===== src/hw/rtl/b3ptc_pkg.sv =====
// Shared types, constants and helper functions for the base-3 product top-carry block.
package b3ptc_pkg;

  // Field widths
  localparam int OPND_W  = 20;
  localparam int FIELD_W = 5;
  localparam int TOTAL_W = 48;

  // An operand below 2^20 splits into five base-27 chunks of three base-3 digits each
  localparam int CHUNKS        = 5;
  localparam int DIG_PER_CHUNK = 3;
  localparam int CHUNK_W       = 5;
  localparam int ALL_DIGITS    = CHUNKS * DIG_PER_CHUNK;

  // Carry positions resolved by one carry stage
  localparam int STEPS_PER_STAGE = 4;

  // Reciprocals for floor(v / 27^m) with v < 2^20: (v * RECIP) >> SHIFT is exact
  localparam int SHIFT_27_1 = 25;
  localparam int SHIFT_27_2 = 30;
  localparam int SHIFT_27_3 = 35;
  localparam int RECIP_W    = 21;
  localparam logic [RECIP_W-1:0] RECIP_27_1 =
    RECIP_W'(((64'd1 << SHIFT_27_1) + 64'd27 - 64'd1) / 64'd27);
  localparam logic [RECIP_W-1:0] RECIP_27_2 =
    RECIP_W'(((64'd1 << SHIFT_27_2) + 64'd729 - 64'd1) / 64'd729);
  localparam logic [RECIP_W-1:0] RECIP_27_3 =
    RECIP_W'(((64'd1 << SHIFT_27_3) + 64'd19683 - 64'd1) / 64'd19683);
  localparam logic [OPND_W-1:0]  POW27_4 = 20'd531441;

  localparam logic [TOTAL_W-1:0] TOTAL_MAX = '1;

  // Word operation codes
  typedef enum logic {
    OP_PAIR  = 1'b0,
    OP_CLEAR = 1'b1
  } op_t;

  typedef logic [1:0] digit_t;

  // Running state handed from one carry stage to the next
  typedef struct packed {
    logic [FIELD_W-1:0] carry;
    logic [FIELD_W-1:0] top;
    logic [FIELD_W-1:0] below;
  } carry_state_t;

  // Split a base-27 chunk (0..26) into its three base-3 digits, high digit first.
  function automatic logic [5:0] chunk_digits(input logic [CHUNK_W-1:0] c);
    digit_t d2;
    digit_t d1;
    digit_t d0;
    logic [CHUNK_W-1:0] r;
    d2 = (c >= 5'd18) ? 2'd2 : ((c >= 5'd9) ? 2'd1 : 2'd0);
    r  = c - 5'(d2) * 5'd9;
    d1 = (r >= 5'd6) ? 2'd2 : ((r >= 5'd3) ? 2'd1 : 2'd0);
    d0 = 2'(r - 5'(d1) * 5'd3);
    return {d2, d1, d0};
  endfunction

  // Divide a small value by three: x * 171 / 512 is exact for x below 512.
  function automatic logic [FIELD_W-1:0] div3(input logic [7:0] x);
    logic [15:0] p;
    p = 16'(x) * 16'd171;
    return FIELD_W'(p[15:9]);
  endfunction

endpackage


===== src/hw/rtl/b3ptc_total.sv =====
// Result register and the two saturating running totals.
module b3ptc_total (
  input  logic                                clk,
  input  logic                                rst_n,
  input  logic                                go_i,
  input  logic                                clr_i,
  input  b3ptc_pkg::carry_state_t             state_i,
  output logic                                pair_counted_o,
  output logic [b3ptc_pkg::FIELD_W-1:0]       top_o,
  output logic [b3ptc_pkg::FIELD_W-1:0]       below_o,
  output logic [b3ptc_pkg::TOTAL_W-1:0]       pairs_total_o,
  output logic [b3ptc_pkg::TOTAL_W-1:0]       carry_sum_total_o
);

  logic                              counted;
  logic [b3ptc_pkg::TOTAL_W:0]       csum;
  logic [b3ptc_pkg::TOTAL_W-1:0]     pair_acc_nxt;
  logic [b3ptc_pkg::TOTAL_W-1:0]     carry_acc_nxt;
  logic [b3ptc_pkg::TOTAL_W-1:0]     pair_acc_r;
  logic [b3ptc_pkg::TOTAL_W-1:0]     carry_acc_r;
  logic                              counted_r;
  logic [b3ptc_pkg::FIELD_W-1:0]     top_r;
  logic [b3ptc_pkg::FIELD_W-1:0]     below_r;

  assign counted = (state_i.top != '0);

  // Saturating updates of the totals; a clear word zeroes both.
  always_comb begin
    pair_acc_nxt  = pair_acc_r;
    carry_acc_nxt = carry_acc_r;
    csum = {1'b0, carry_acc_r} + (b3ptc_pkg::TOTAL_W + 1)'(state_i.below);
    if (clr_i) begin
      pair_acc_nxt  = '0;
      carry_acc_nxt = '0;
    end else if (counted) begin
      pair_acc_nxt  = (pair_acc_r == b3ptc_pkg::TOTAL_MAX) ? b3ptc_pkg::TOTAL_MAX
                                                             : pair_acc_r + 1'b1;
      carry_acc_nxt = csum[b3ptc_pkg::TOTAL_W] ? b3ptc_pkg::TOTAL_MAX
                                               : csum[b3ptc_pkg::TOTAL_W-1:0];
    end
  end

  always_ff @(posedge clk) begin
    if (!rst_n) begin
      pair_acc_r  <= '0;
      carry_acc_r <= '0;
    end else if (go_i) begin
      pair_acc_r  <= pair_acc_nxt;
      carry_acc_r <= carry_acc_nxt;
    end
  end

  // Per-word result fields
  always_ff @(posedge clk) begin
    if (go_i) begin
      counted_r <= !clr_i && counted;
      top_r     <= clr_i ? '0 : state_i.top;
      below_r   <= (clr_i || !counted) ? '0 : state_i.below;
    end
  end

  assign pair_counted_o    = counted_r;
  assign top_o             = top_r;
  assign below_o           = below_r;
  assign pairs_total_o     = pair_acc_r;
  assign carry_sum_total_o = carry_acc_r;

  // A clear word leaves both totals at zero.
  a_clear_zeroes: assert property (@(posedge clk) disable iff (!rst_n)
    go_i && clr_i |=> pair_acc_r == '0 && carry_acc_r == '0)
    else $error("totals not cleared by clear word");

  // The pair total never falls except on a clear.
  a_pairs_monotonic: assert property (@(posedge clk) disable iff (!rst_n)
    go_i && !clr_i |=> pair_acc_r >= $past(pair_acc_r))
    else $error("pair total decreased");

  // A pair without a top leaves both totals untouched.
  a_uncounted_holds: assert property (@(posedge clk) disable iff (!rst_n)
    go_i && !clr_i && state_i.top == '0 |=>
      pair_acc_r == $past(pair_acc_r) && carry_acc_r == $past(carry_acc_r))
    else $error("totals changed by an uncounted pair");

endmodule


===== config.mk =====
export PLATFORM = sky130hd
export DESIGN_NAME = b3ptc_total
export DESIGN_NICKNAME = d
export VERILOG_FILES = /design/src/hw/rtl/b3ptc_pkg.sv /design/src/hw/rtl/b3ptc_total.sv
export SDC_FILE = /design/constraint.sdc
export NUM_CORES = 1
export LEC_CHECK = 0
export BUFFER_PORTS_ARGS = -buffer_cell sky130_fd_sc_hd__buf_2
export CORE_ASPECT_RATIO = 1.75
export CORE_MARGIN = 3
export CORE_UTILIZATION = 60
export CTS_CLUSTER_SIZE = 25
export DETAILED_ROUTE_END_ITERATION = 10
export PLACE_DENSITY = 0.91
export SYNTH_ARGS = -nofsm -noshare
export SYNTH_HDL_FRONTEND = slang
export SYNTH_SLANG_ARGS = --single-unit

===== constraint.sdc =====
create_clock -name clk -period 3.6 [get_ports clk]
set_input_delay 0.72 -clock clk [delete_from_list [all_inputs] [get_ports clk]]
set_output_delay 0.72 -clock clk [all_outputs]
set_load 0.02 [all_outputs]

# Yosys cells after proc, flatten, opt, wreduce, memory -nomap -nowiden
# Index checks and enable logic that the tools add are counted.
dict set report word_totals {
  reg_bits 107
  in_bits 19
  output_inout_bits 107
}
dict set report classes {
  n_addsub 2
  n_eq_ne 1
  muxes 6
  n_reduce_logical 7
}
# op n
set op_table {}
lappend op_table {{two-way mux 48 bit} 6}
lappend op_table {{adder 48 x 5 -> 49 bit} 1}
lappend op_table {{adder 48 x 1 -> 48 bit (second input constant)} 1}
lappend op_table {{== test 48 bit (second input constant)} 1}
lappend op_table {{nonzero test 5 bit} 1}
lappend op_table {{logical NOT 1 bit} 2}
lappend op_table {{AND reduction 2 bit} 1}
lappend op_table {{nonzero test 2 bit} 1}
lappend op_table {{logical AND 1 bit} 1}
lappend op_table {{logical OR 1 bit} 1}

# Depth between registers and ports, before layout
# Gate-level depths: netlist (run 1).
dict set report logic_depth {
  ltp_word 4
  depth_mapped 9
}

# Worst setup path after synthesis (run 1)
# Ideal clock, no wire load.
dict set report synth_path {
  path_kind {input to register}
  start {input port state_i[0] in the netlist's numbering}
  end {register carry_acc_r (netlist bit carry_sum_total_o[22])}
  setup_time_ps 117
  t_arrival_ps 2573
  slack_ps 909
  path_stages 9
  n_path_buf 1
  cell_sequence {ha_1 > fa_1 > a21oi_1 > a2bb2oi_4 > nor3_4 > nand3_2 > buf_2 > o21ai_0 > a32o_1}
}
dict set report synth_via {
  elab_chain_len 4
}
# element line
set synth_rtl {}
lappend synth_rtl {{start, declared} b3ptc_total.sv:7} ;# input b3ptc_pkg::carry_state_t state_i,
lappend synth_rtl {{adder 48 x 5 -> 49 bit} b3ptc_total.sv:31} ;# csum = {1'b0, carry_acc_r} + (b3ptc_pkg::TOTAL_W + 1)'(state_i.below);
lappend synth_rtl {{two-way mux 48 bit} b3ptc_total.sv:38} ;# carry_acc_nxt = csum[b3ptc_pkg::TOTAL_W] ? b3ptc_pkg::TOTAL_MAX
lappend synth_rtl {{two-way mux 48 bit} b3ptc_total.sv:35} ;# end else if (counted) begin
lappend synth_rtl {{two-way mux 48 bit} b3ptc_total.sv:32} ;# if (clr_i) begin
lappend synth_rtl {{end signal, assigned} b3ptc_total.sv:49} ;# carry_acc_r <= carry_acc_nxt;
lappend synth_rtl {{end, declared} b3ptc_total.sv:20} ;# logic [b3ptc_pkg::TOTAL_W-1:0] carry_acc_r;
# Every way passes these cells. The select of a mux whose other input is x is not followed.
# A chain may end at the register's enable or synchronous reset.

# Final worst setup path (run 1)
dict set report layout_path {
  start {register pair_acc_r (netlist bit pairs_total_o[0])}
  end {register pair_acc_r (netlist bit pairs_total_o[32])}
}
dict set report layout_via {
  elab_chain_len 4
}
# element line
set layout_rtl {}
lappend layout_rtl {{start, declared} b3ptc_total.sv:19} ;# logic [b3ptc_pkg::TOTAL_W-1:0] pair_acc_r;
lappend layout_rtl {{start signal, assigned} b3ptc_total.sv:48} ;# pair_acc_r <= pair_acc_nxt;
lappend layout_rtl {{adder 48 x 1 -> 48 bit / == test 48 bit (equally long branches)} {b3ptc_total.sv:37, b3ptc_total.sv:36}}
lappend layout_rtl {{two-way mux 48 bit (*)} b3ptc_total.sv:36} ;# pair_acc_nxt = (pair_acc_r == b3ptc_pkg::TOTAL_MAX) ? b3ptc_pkg::TOTAL_MAX
lappend layout_rtl {{two-way mux 48 bit (*)} b3ptc_total.sv:35}
lappend layout_rtl {{two-way mux 48 bit (*)} b3ptc_total.sv:32}
# Every way passes the cells marked *; elsewhere a longest branch is shown, timed or not. The select of a mux whose other input is x is not followed.

==> flow_metrics.env, run 1 <==
export IMPL_seqCellArea_sq_um=2250
export IMPL_synth_fa_ha_area_frac=0.0150
export IMPL_multiInputGateArea_sq_um=3840
export IMPL_rsz0062_at_grt="false"
export IMPL_clk_latency_ns=0.36
export IMPL_synthCells=805
export IMPL_postCtsSetupRepairBufs=0
export IMPL_clock_power_share=0.409
export IMPL_grt_pass1_vias=6805
export IMPL_core_area_sq_um=10300
export IMPL_wl_per_cell_microns=19.6
export IMPL_nNetsFinal=934
export IMPL_ant_nets=0
export IMPL_die_area_sq_um=11900
export IMPL_power_switching_uw=603
export IMPL_antenna_found_initial=0
export IMPL_cts_hold_fix_buffers=0
export IMPL_hpwl_mm=14.0
export IMPL_synth_top_family_by_area="simple AND/OR/NAND/NOR gates"
export IMPL_wirelength_mm=20.3
export IMPL_synth_xor_area_share=0.00413
export IMPL_slowest_stage="and3b_1"
export IMPL_diodes=0
export IMPL_drc_errors=0
export IMPL_final_cell_mix="buf_2 (120), o21ai_0 (98), dfxtp_1 (96)"
export IMPL_crit_family="simple AND/OR/NAND/NOR gates"
export IMPL_finalHoldViolations=0
export IMPL_io_buffer_count=120
export IMPL_fin_skew_ns=0.00670
export IMPL_p_per_area_nw_per_um2=329
export IMPL_cts_tree="built"
export IMPL_placed_cell_area_sq_um=7040
export IMPL_clockBufferDepth=2
export IMPL_num_rows=49
export IMPL_htreeDepth=3
export IMPL_timing_critical_path_buf_inv=0
export IMPL_grt_overflow_total=0
export IMPL_setup_tns_ns=0
export IMPL_routabilityCongestion=0.920
export IMPL_synth_seq_cells=107
export IMPL_power_frac_seq=0.509
export IMPL_grt_usage=0.334
export IMPL_cts_buffers=9
export IMPL_final_area_sq_um=7320
export IMPL_synth_ff_type="dfxtp_1"
export IMPL_power_internal_mw=1.81
export IMPL_min_period_ns=2.86
export IMPL_max_cap_violations=0
export IMPL_synthesis_area_sq_um=6350
export IMPL_worstPathArrival_ns=3.14
export IMPL_synth_cell_types=78
export IMPL_final_max_slew_viol_count=0
export IMPL_async_flop_share=0
export IMPL_ys_warnings_count=0
export IMPL_synth_edf_count=11
export IMPL_muxShareOfSynthArea=0.00630
export IMPL_fill_cells=824
export IMPL_drt_initial_drc_count=704
export IMPL_vias_per_cell=6.89
export IMPL_synth_top_cells_by_area="dfxtp_1 (30%), o21ai_0 (7.7%), nand2_1 (5.6%)"
export IMPL_die_w_microns=83.8
export IMPL_combPwrFrac=0.082
export IMPL_leakagePower_nw=2.96
export IMPL_grt_pass1_wl_mm=32.6
export IMPL_worst_slew_pin_slew_ns=0.773
export IMPL_critPathLaunchType="register"
export IMPL_yosys_area_share_simple=0.302
export IMPL_report_final_setup_viol=0
export IMPL_die_h_microns=142
export IMPL_synth_avg_cell_area_sq_um=7.89
export IMPL_route_vias_total=7162
export IMPL_drive_gt1_frac=0.206
export IMPL_worstPathRequired_ns=3.88
export IMPL_relSlewSlack=0.484
export IMPL_clock_fmax_ghz=0.350
export IMPL_synth_fp_nets=831
export IMPL_path_max_fanout=18
export IMPL_area_growth_pct=15.2
export IMPL_grt_max_degree=49
export IMPL_worst_setup_path_type="reg2reg"
export IMPL_ios=126
export IMPL_max_stage_delay_ns=0.68
export IMPL_final_common_cell="buf_2"
export IMPL_hold_path_class="reg2reg"
export IMPL_ys_seq_area_frac=0.354
export IMPL_synth_top_area_frac=0.302
export IMPL_peakVddDrop_v=0.000272
export IMPL_critical_path_cell_chain="ha_1, nand3_2, nor4_4, nand4_2, and3b_1, o21ai_0, a21boi_0"
export IMPL_root_buffer="clkbuf_16"
export IMPL_synth_compound_area_frac=0.276
export IMPL_clk_pin_slew_ns=0.07
export IMPL_initial_core_util=0.617
export IMPL_power_mw=2.41
export IMPL_ctsResizeCount=0
export IMPL_yosysTopAreaCell="dfxtp_1"
export IMPL_swShare=0.250
export IMPL_fin_crit_sh=0.794
export IMPL_crit_path_end_kind="register"
export IMPL_status="finished clean"
export IMPL_cts_sinks=107
export IMPL_dr_pass1_iters=7
[power by group through the flow]
stage / combinational, mW / clock, mW / sequential, mW
finish: 0.198 / 0.985 / 1.23
CTS: 0.192 / 0.980 / 1.23
detailed placement: 0.190 / 0 / 1.25
global route: 0.210 / 1.03 / 1.23
global placement: 0.186 / 0 / 1.25
floorplan: 0.107 / 0 / 1.27
[cell type report]
class	count	area share
repair buffers	137	0.0995
well taps	127	0.0217
flip-flops and latches	107	0.308
clock inverters	7	0.00803
multi-input cells	638	0.525
inverters	15	0.00769
clock buffers	9	0.0308
[worst min-delay path: cells and delay by family, from the launching register on]
family	cells	cell delay, ns
flops	1	0.33
simple gates	2	0.10
[synthesized netlist by cell type, types with 3 or more instances]
cell,n
or2_2,4
clkbuf_1,24
or4_1,6
or3_1,6
a41oi_1,6
nand3_2,4
and4_1,8
dfxtp_1,96
nor2b_1,7
o21a_1,11
nor2_1,53
a31oi_1,26
o21ai_0,98
nand3b_1,4
edfxtp_1,11
and2_1,13
nand2_1,94
nor4_1,11
buf_1,3
nor4_4,3
o31ai_1,3
nor3_1,25
a21o_1,7
o311ai_0,16
and3_1,22
a22oi_1,5
ha_1,6
nand2b_1,3
o211ai_1,10
and3_2,3
a21oi_1,47
o22ai_1,4
mux2i_1,4
inv_1,13
nand4_1,18
buf_2,13
nand3_1,53
o31a_1,14
[cell families after synthesis]
group,count (synthesis)
simple gates,354
xor+xnor,3
buf+inv,60
flops,107
mux,4
compound gates,270
fa+ha+maj,7
[metrics by stage]
| step | util | std cells | hold slack [ns] | setup WS [ns] |
|---|---|---|---|---|
| after floorplan | - | 805 | 0.530 | 0.909 |
| after global routing | 0.711 | 1040 | 0.490 | 0.505 |
| after detailed placement | 0.683 | 1024 | 0.459 | 0.477 |
| after CTS | 0.711 | 1040 | 0.466 | 0.778 |
| after global placement | 0.683 | 1024 | 0.443 | 0.494 |
| final | 0.711 | 1040 | 0.467 | 0.742 |
[worst paths after layout]
| check | to | from | slack (ns) | cells after the start |
|---|---|---|---|---|
| hold / removal | carry_sum_total_o[0] | carry_sum_total_o[0] | 0.47 | 2 |
| setup / recovery | pairs_total_o[32] | pairs_total_o[0] | 0.74 | 7 |
| hold reg to reg | carry_sum_total_o[0] | carry_sum_total_o[0] | 0.47 | 2 |
| setup reg to reg | pairs_total_o[32] | pairs_total_o[0] | 0.74 | 7 |
[state kept, by name (all words and copies together) (netlist names)]
| register | flops |
|---|---|
| below_o | 5 |
| carry_sum_total_o | 48 |
| pair_counted_o | 1 |
| pairs_total_o | 48 |
| top_o | 5 |
[per-layer routing]
layer,part of all wire,track usage,wire (microns),vias to the layer above
met5,0,0,0,-
li1,-,-,-,3259
met4,0.056,0.235,1140,0
met3,0.081,0.0614,1650,106
met2,0.51,0.600,10400,437
met1,0.35,0.347,7150,3360
Power figures use the tool's default switching activity.
==> run 2, diff against run 1 <==
--- a/config.mk
+++ b/config.mk
@@ -8,10 +8,10 @@
 export BUFFER_PORTS_ARGS = -buffer_cell sky130_fd_sc_hd__buf_2
 export CORE_ASPECT_RATIO = 1.75
 export CORE_MARGIN = 3
-export CORE_UTILIZATION = 60
+export CORE_UTILIZATION = 51
 export CTS_CLUSTER_SIZE = 25
 export DETAILED_ROUTE_END_ITERATION = 10
-export PLACE_DENSITY = 0.91
+export PLACE_DENSITY = 0.83
 export SYNTH_ARGS = -nofsm -noshare
 export SYNTH_HDL_FRONTEND = slang
 export SYNTH_SLANG_ARGS = --single-unit
==> constraint.sdc (replaced) <==
create_clock -name clk -period 2.35 [get_ports clk]
set_input_delay 0.47 -clock clk [delete_from_list [all_inputs] [get_ports clk]]
set_output_delay 0.47 -clock clk [all_outputs]
set_load 0.02 [all_outputs]
==> run 2 against run 1 <==
Effect of this change:
- critical endpoint is now carry_sum_total_o[46]
- fmax rose by 26%
- sequential share of layout area down 2.7 points
- clock skew grew 0.0029 ns
- setup slack got worse by 0.65 ns
- non-clock buffer count rose by 82
- highest routed layer unchanged
- utilization decreased by 4.5 points
- sequential power up 52%
- die area grew 17%
- power is 52% higher
==> flow_metrics.env, run 2 (synthesized netlist as in run 1, its figures left out) <==
export IMPL_status="finished clean"
export IMPL_io_buffer_count=120
export IMPL_min_from="state_i[0]"
export IMPL_vias_per_cell=6.46
export IMPL_max_stage_delay_ns=0.47
export IMPL_core_area_sq_um=12100
export IMPL_hold_path_class="in2reg"
export IMPL_grt_usage=0.304
export IMPL_drt_initial_drc_count=470
export IMPL_area_growth_pct=26.4
export IMPL_diodes=0
export IMPL_r2r_end="carry_sum_total_o[46]"
export IMPL_p_per_area_nw_per_um2=455
export IMPL_power_mw=3.66
export IMPL_path_max_fanout=7
export IMPL_critPathLaunchType="register"
export IMPL_worst_setup_path_type="reg2reg"
export IMPL_fin_skew_ns=0.00962
export IMPL_grt_overflow_total=0
export IMPL_routabilityCongestion=0.911
export IMPL_hpwl_mm=15.5
export IMPL_die_area_sq_um=13900
export IMPL_wl_per_cell_microns=18.7
export IMPL_die_h_microns=154
export IMPL_reg2reg_depth=9
export IMPL_root_buffer="clkbuf_16"
export IMPL_final_cell_mix="buf_2 (120), o21ai_0 (98), buf_4 (95)"
export IMPL_grt_pass1_vias=7171
export IMPL_critical_path_cell_chain="ha_1, fa_2, a21oi_2, a2bb2oi_4, nor3_4, buf_6, nand2_4, or4_1, a22oi_1"
export IMPL_leakagePower_nw=3.38
export IMPL_reg2reg_setup_slack_ns=0.09
export IMPL_htreeDepth=3
export IMPL_drive_gt1_frac=0.278
export IMPL_finalHoldViolations=0
export IMPL_clock_fmax_ghz=0.443
export IMPL_final_max_slew_viol_count=0
export IMPL_num_rows=53
export IMPL_ant_nets=0
export IMPL_worstPathRequired_ns=2.62
export IMPL_rsz0062_at_grt="true"
export IMPL_antenna_found_initial=0
export IMPL_worstPathArrival_ns=2.53
export IMPL_report_final_setup_viol=0
export IMPL_wirelength_mm=21.7
export IMPL_max_cap_violations=0
export IMPL_min_period_ns=2.26
export IMPL_slowest_stage="or4_1"
export IMPL_cts_buffers=9
export IMPL_grt_max_degree=36
export IMPL_hold_depth=2
export IMPL_dr_pass1_iters=5
export IMPL_fin_util=0.666
export IMPL_placedCellCount=1141
export IMPL_final_common_cell="buf_2"
export IMPL_worst_slew_pin_slew_ns=0.785
export IMPL_ios=126
export IMPL_fin_crit_sh=0.961
export IMPL_r2r_start="carry_sum_total_o[0]"
export IMPL_route_vias_total=7482
export IMPL_grt_pass1_wl_mm=34.5
export IMPL_clockBufferDepth=2
export IMPL_drc_errors=0
export IMPL_cts_hold_fix_buffers=0
export IMPL_cts_sinks=107
export IMPL_clk_latency_ns=0.35
export IMPL_die_w_microns=90.4
export IMPL_nNetsFinal=1016
export IMPL_clk_pin_slew_ns=0.07
export IMPL_min_to="below_o[0]"
export IMPL_crit_path_end_kind="register"
export IMPL_relSlewSlack=0.475
export IMPL_stdcell_count=1159
export IMPL_initial_core_util=0.527
export IMPL_cts_tree="built"
export IMPL_whs_ns=0.439
export IMPL_peakVddDrop_v=0.000350
==> run 2: layout make-up <==
type                       instances  area (sq um)
timing repair buffer             219          1390
sequential                       107          2250
clock inverter                     2          11.3
tap                              165           206
fill                            1047          4040
multi-input combinational        638          3870
inverter                          15          56.3
clock buffer                      13           250
==> run 2: timing repair <==
action,CTS,global route
setup endpoints to repair,0,21
buffers inserted,0,3
resized for setup,0,11
==> run 2: routing by layer <==
metal	up-vias	track usage	part of all wire
met4	0	0.221	0.066
met2	420	0.548	0.52
met5	-	0	0
met3	127	0.0538	0.074
met1	3512	0.313	0.34
li1	3423	-	-
==> run 2: stage by stage <==
stage	setup slack, ns	cell area (sq um)	setup TNS, ns
finish	0.0906	8030	0
global route	-0.0274	8030	-0.0558
CTS	0.0180	7980	0
detailed placement	-0.175	7720	-4.30
global placement	-0.141	7720	-2.58
floorplan	0.0247	6360	0
==> run 2: worst max path at each step <==
stage | to | from
after detailed placement | carry_sum_total_o[44] | state_i[5]
after floorplan | carry_sum_total_o[18] | state_i[0]
after global routing | pairs_total_o[25] | pairs_total_o[9]
after CTS | pairs_total_o[25] | pairs_total_o[0]
after global placement | carry_sum_total_o[18] | state_i[0]
final | carry_sum_total_o[46] | carry_sum_total_o[0]
==> run 2: power by group <==
part           internal, mW  switching (mW)
combinational         0.124           0.231
clock                 0.744           0.681
sequential             1.86         0.00937
==> run 2: worst max-delay path, delay by kind of cell, from the launching register on <==
family	cells	cell delay, ns
AND/OR/NAND/NOR	3	0.77
adder cells (fa/ha/maj)	2	0.45
AO/OA/AOI/OAI	3	0.43
flip-flops	1	0.36
buffers and inverters	1	0.18
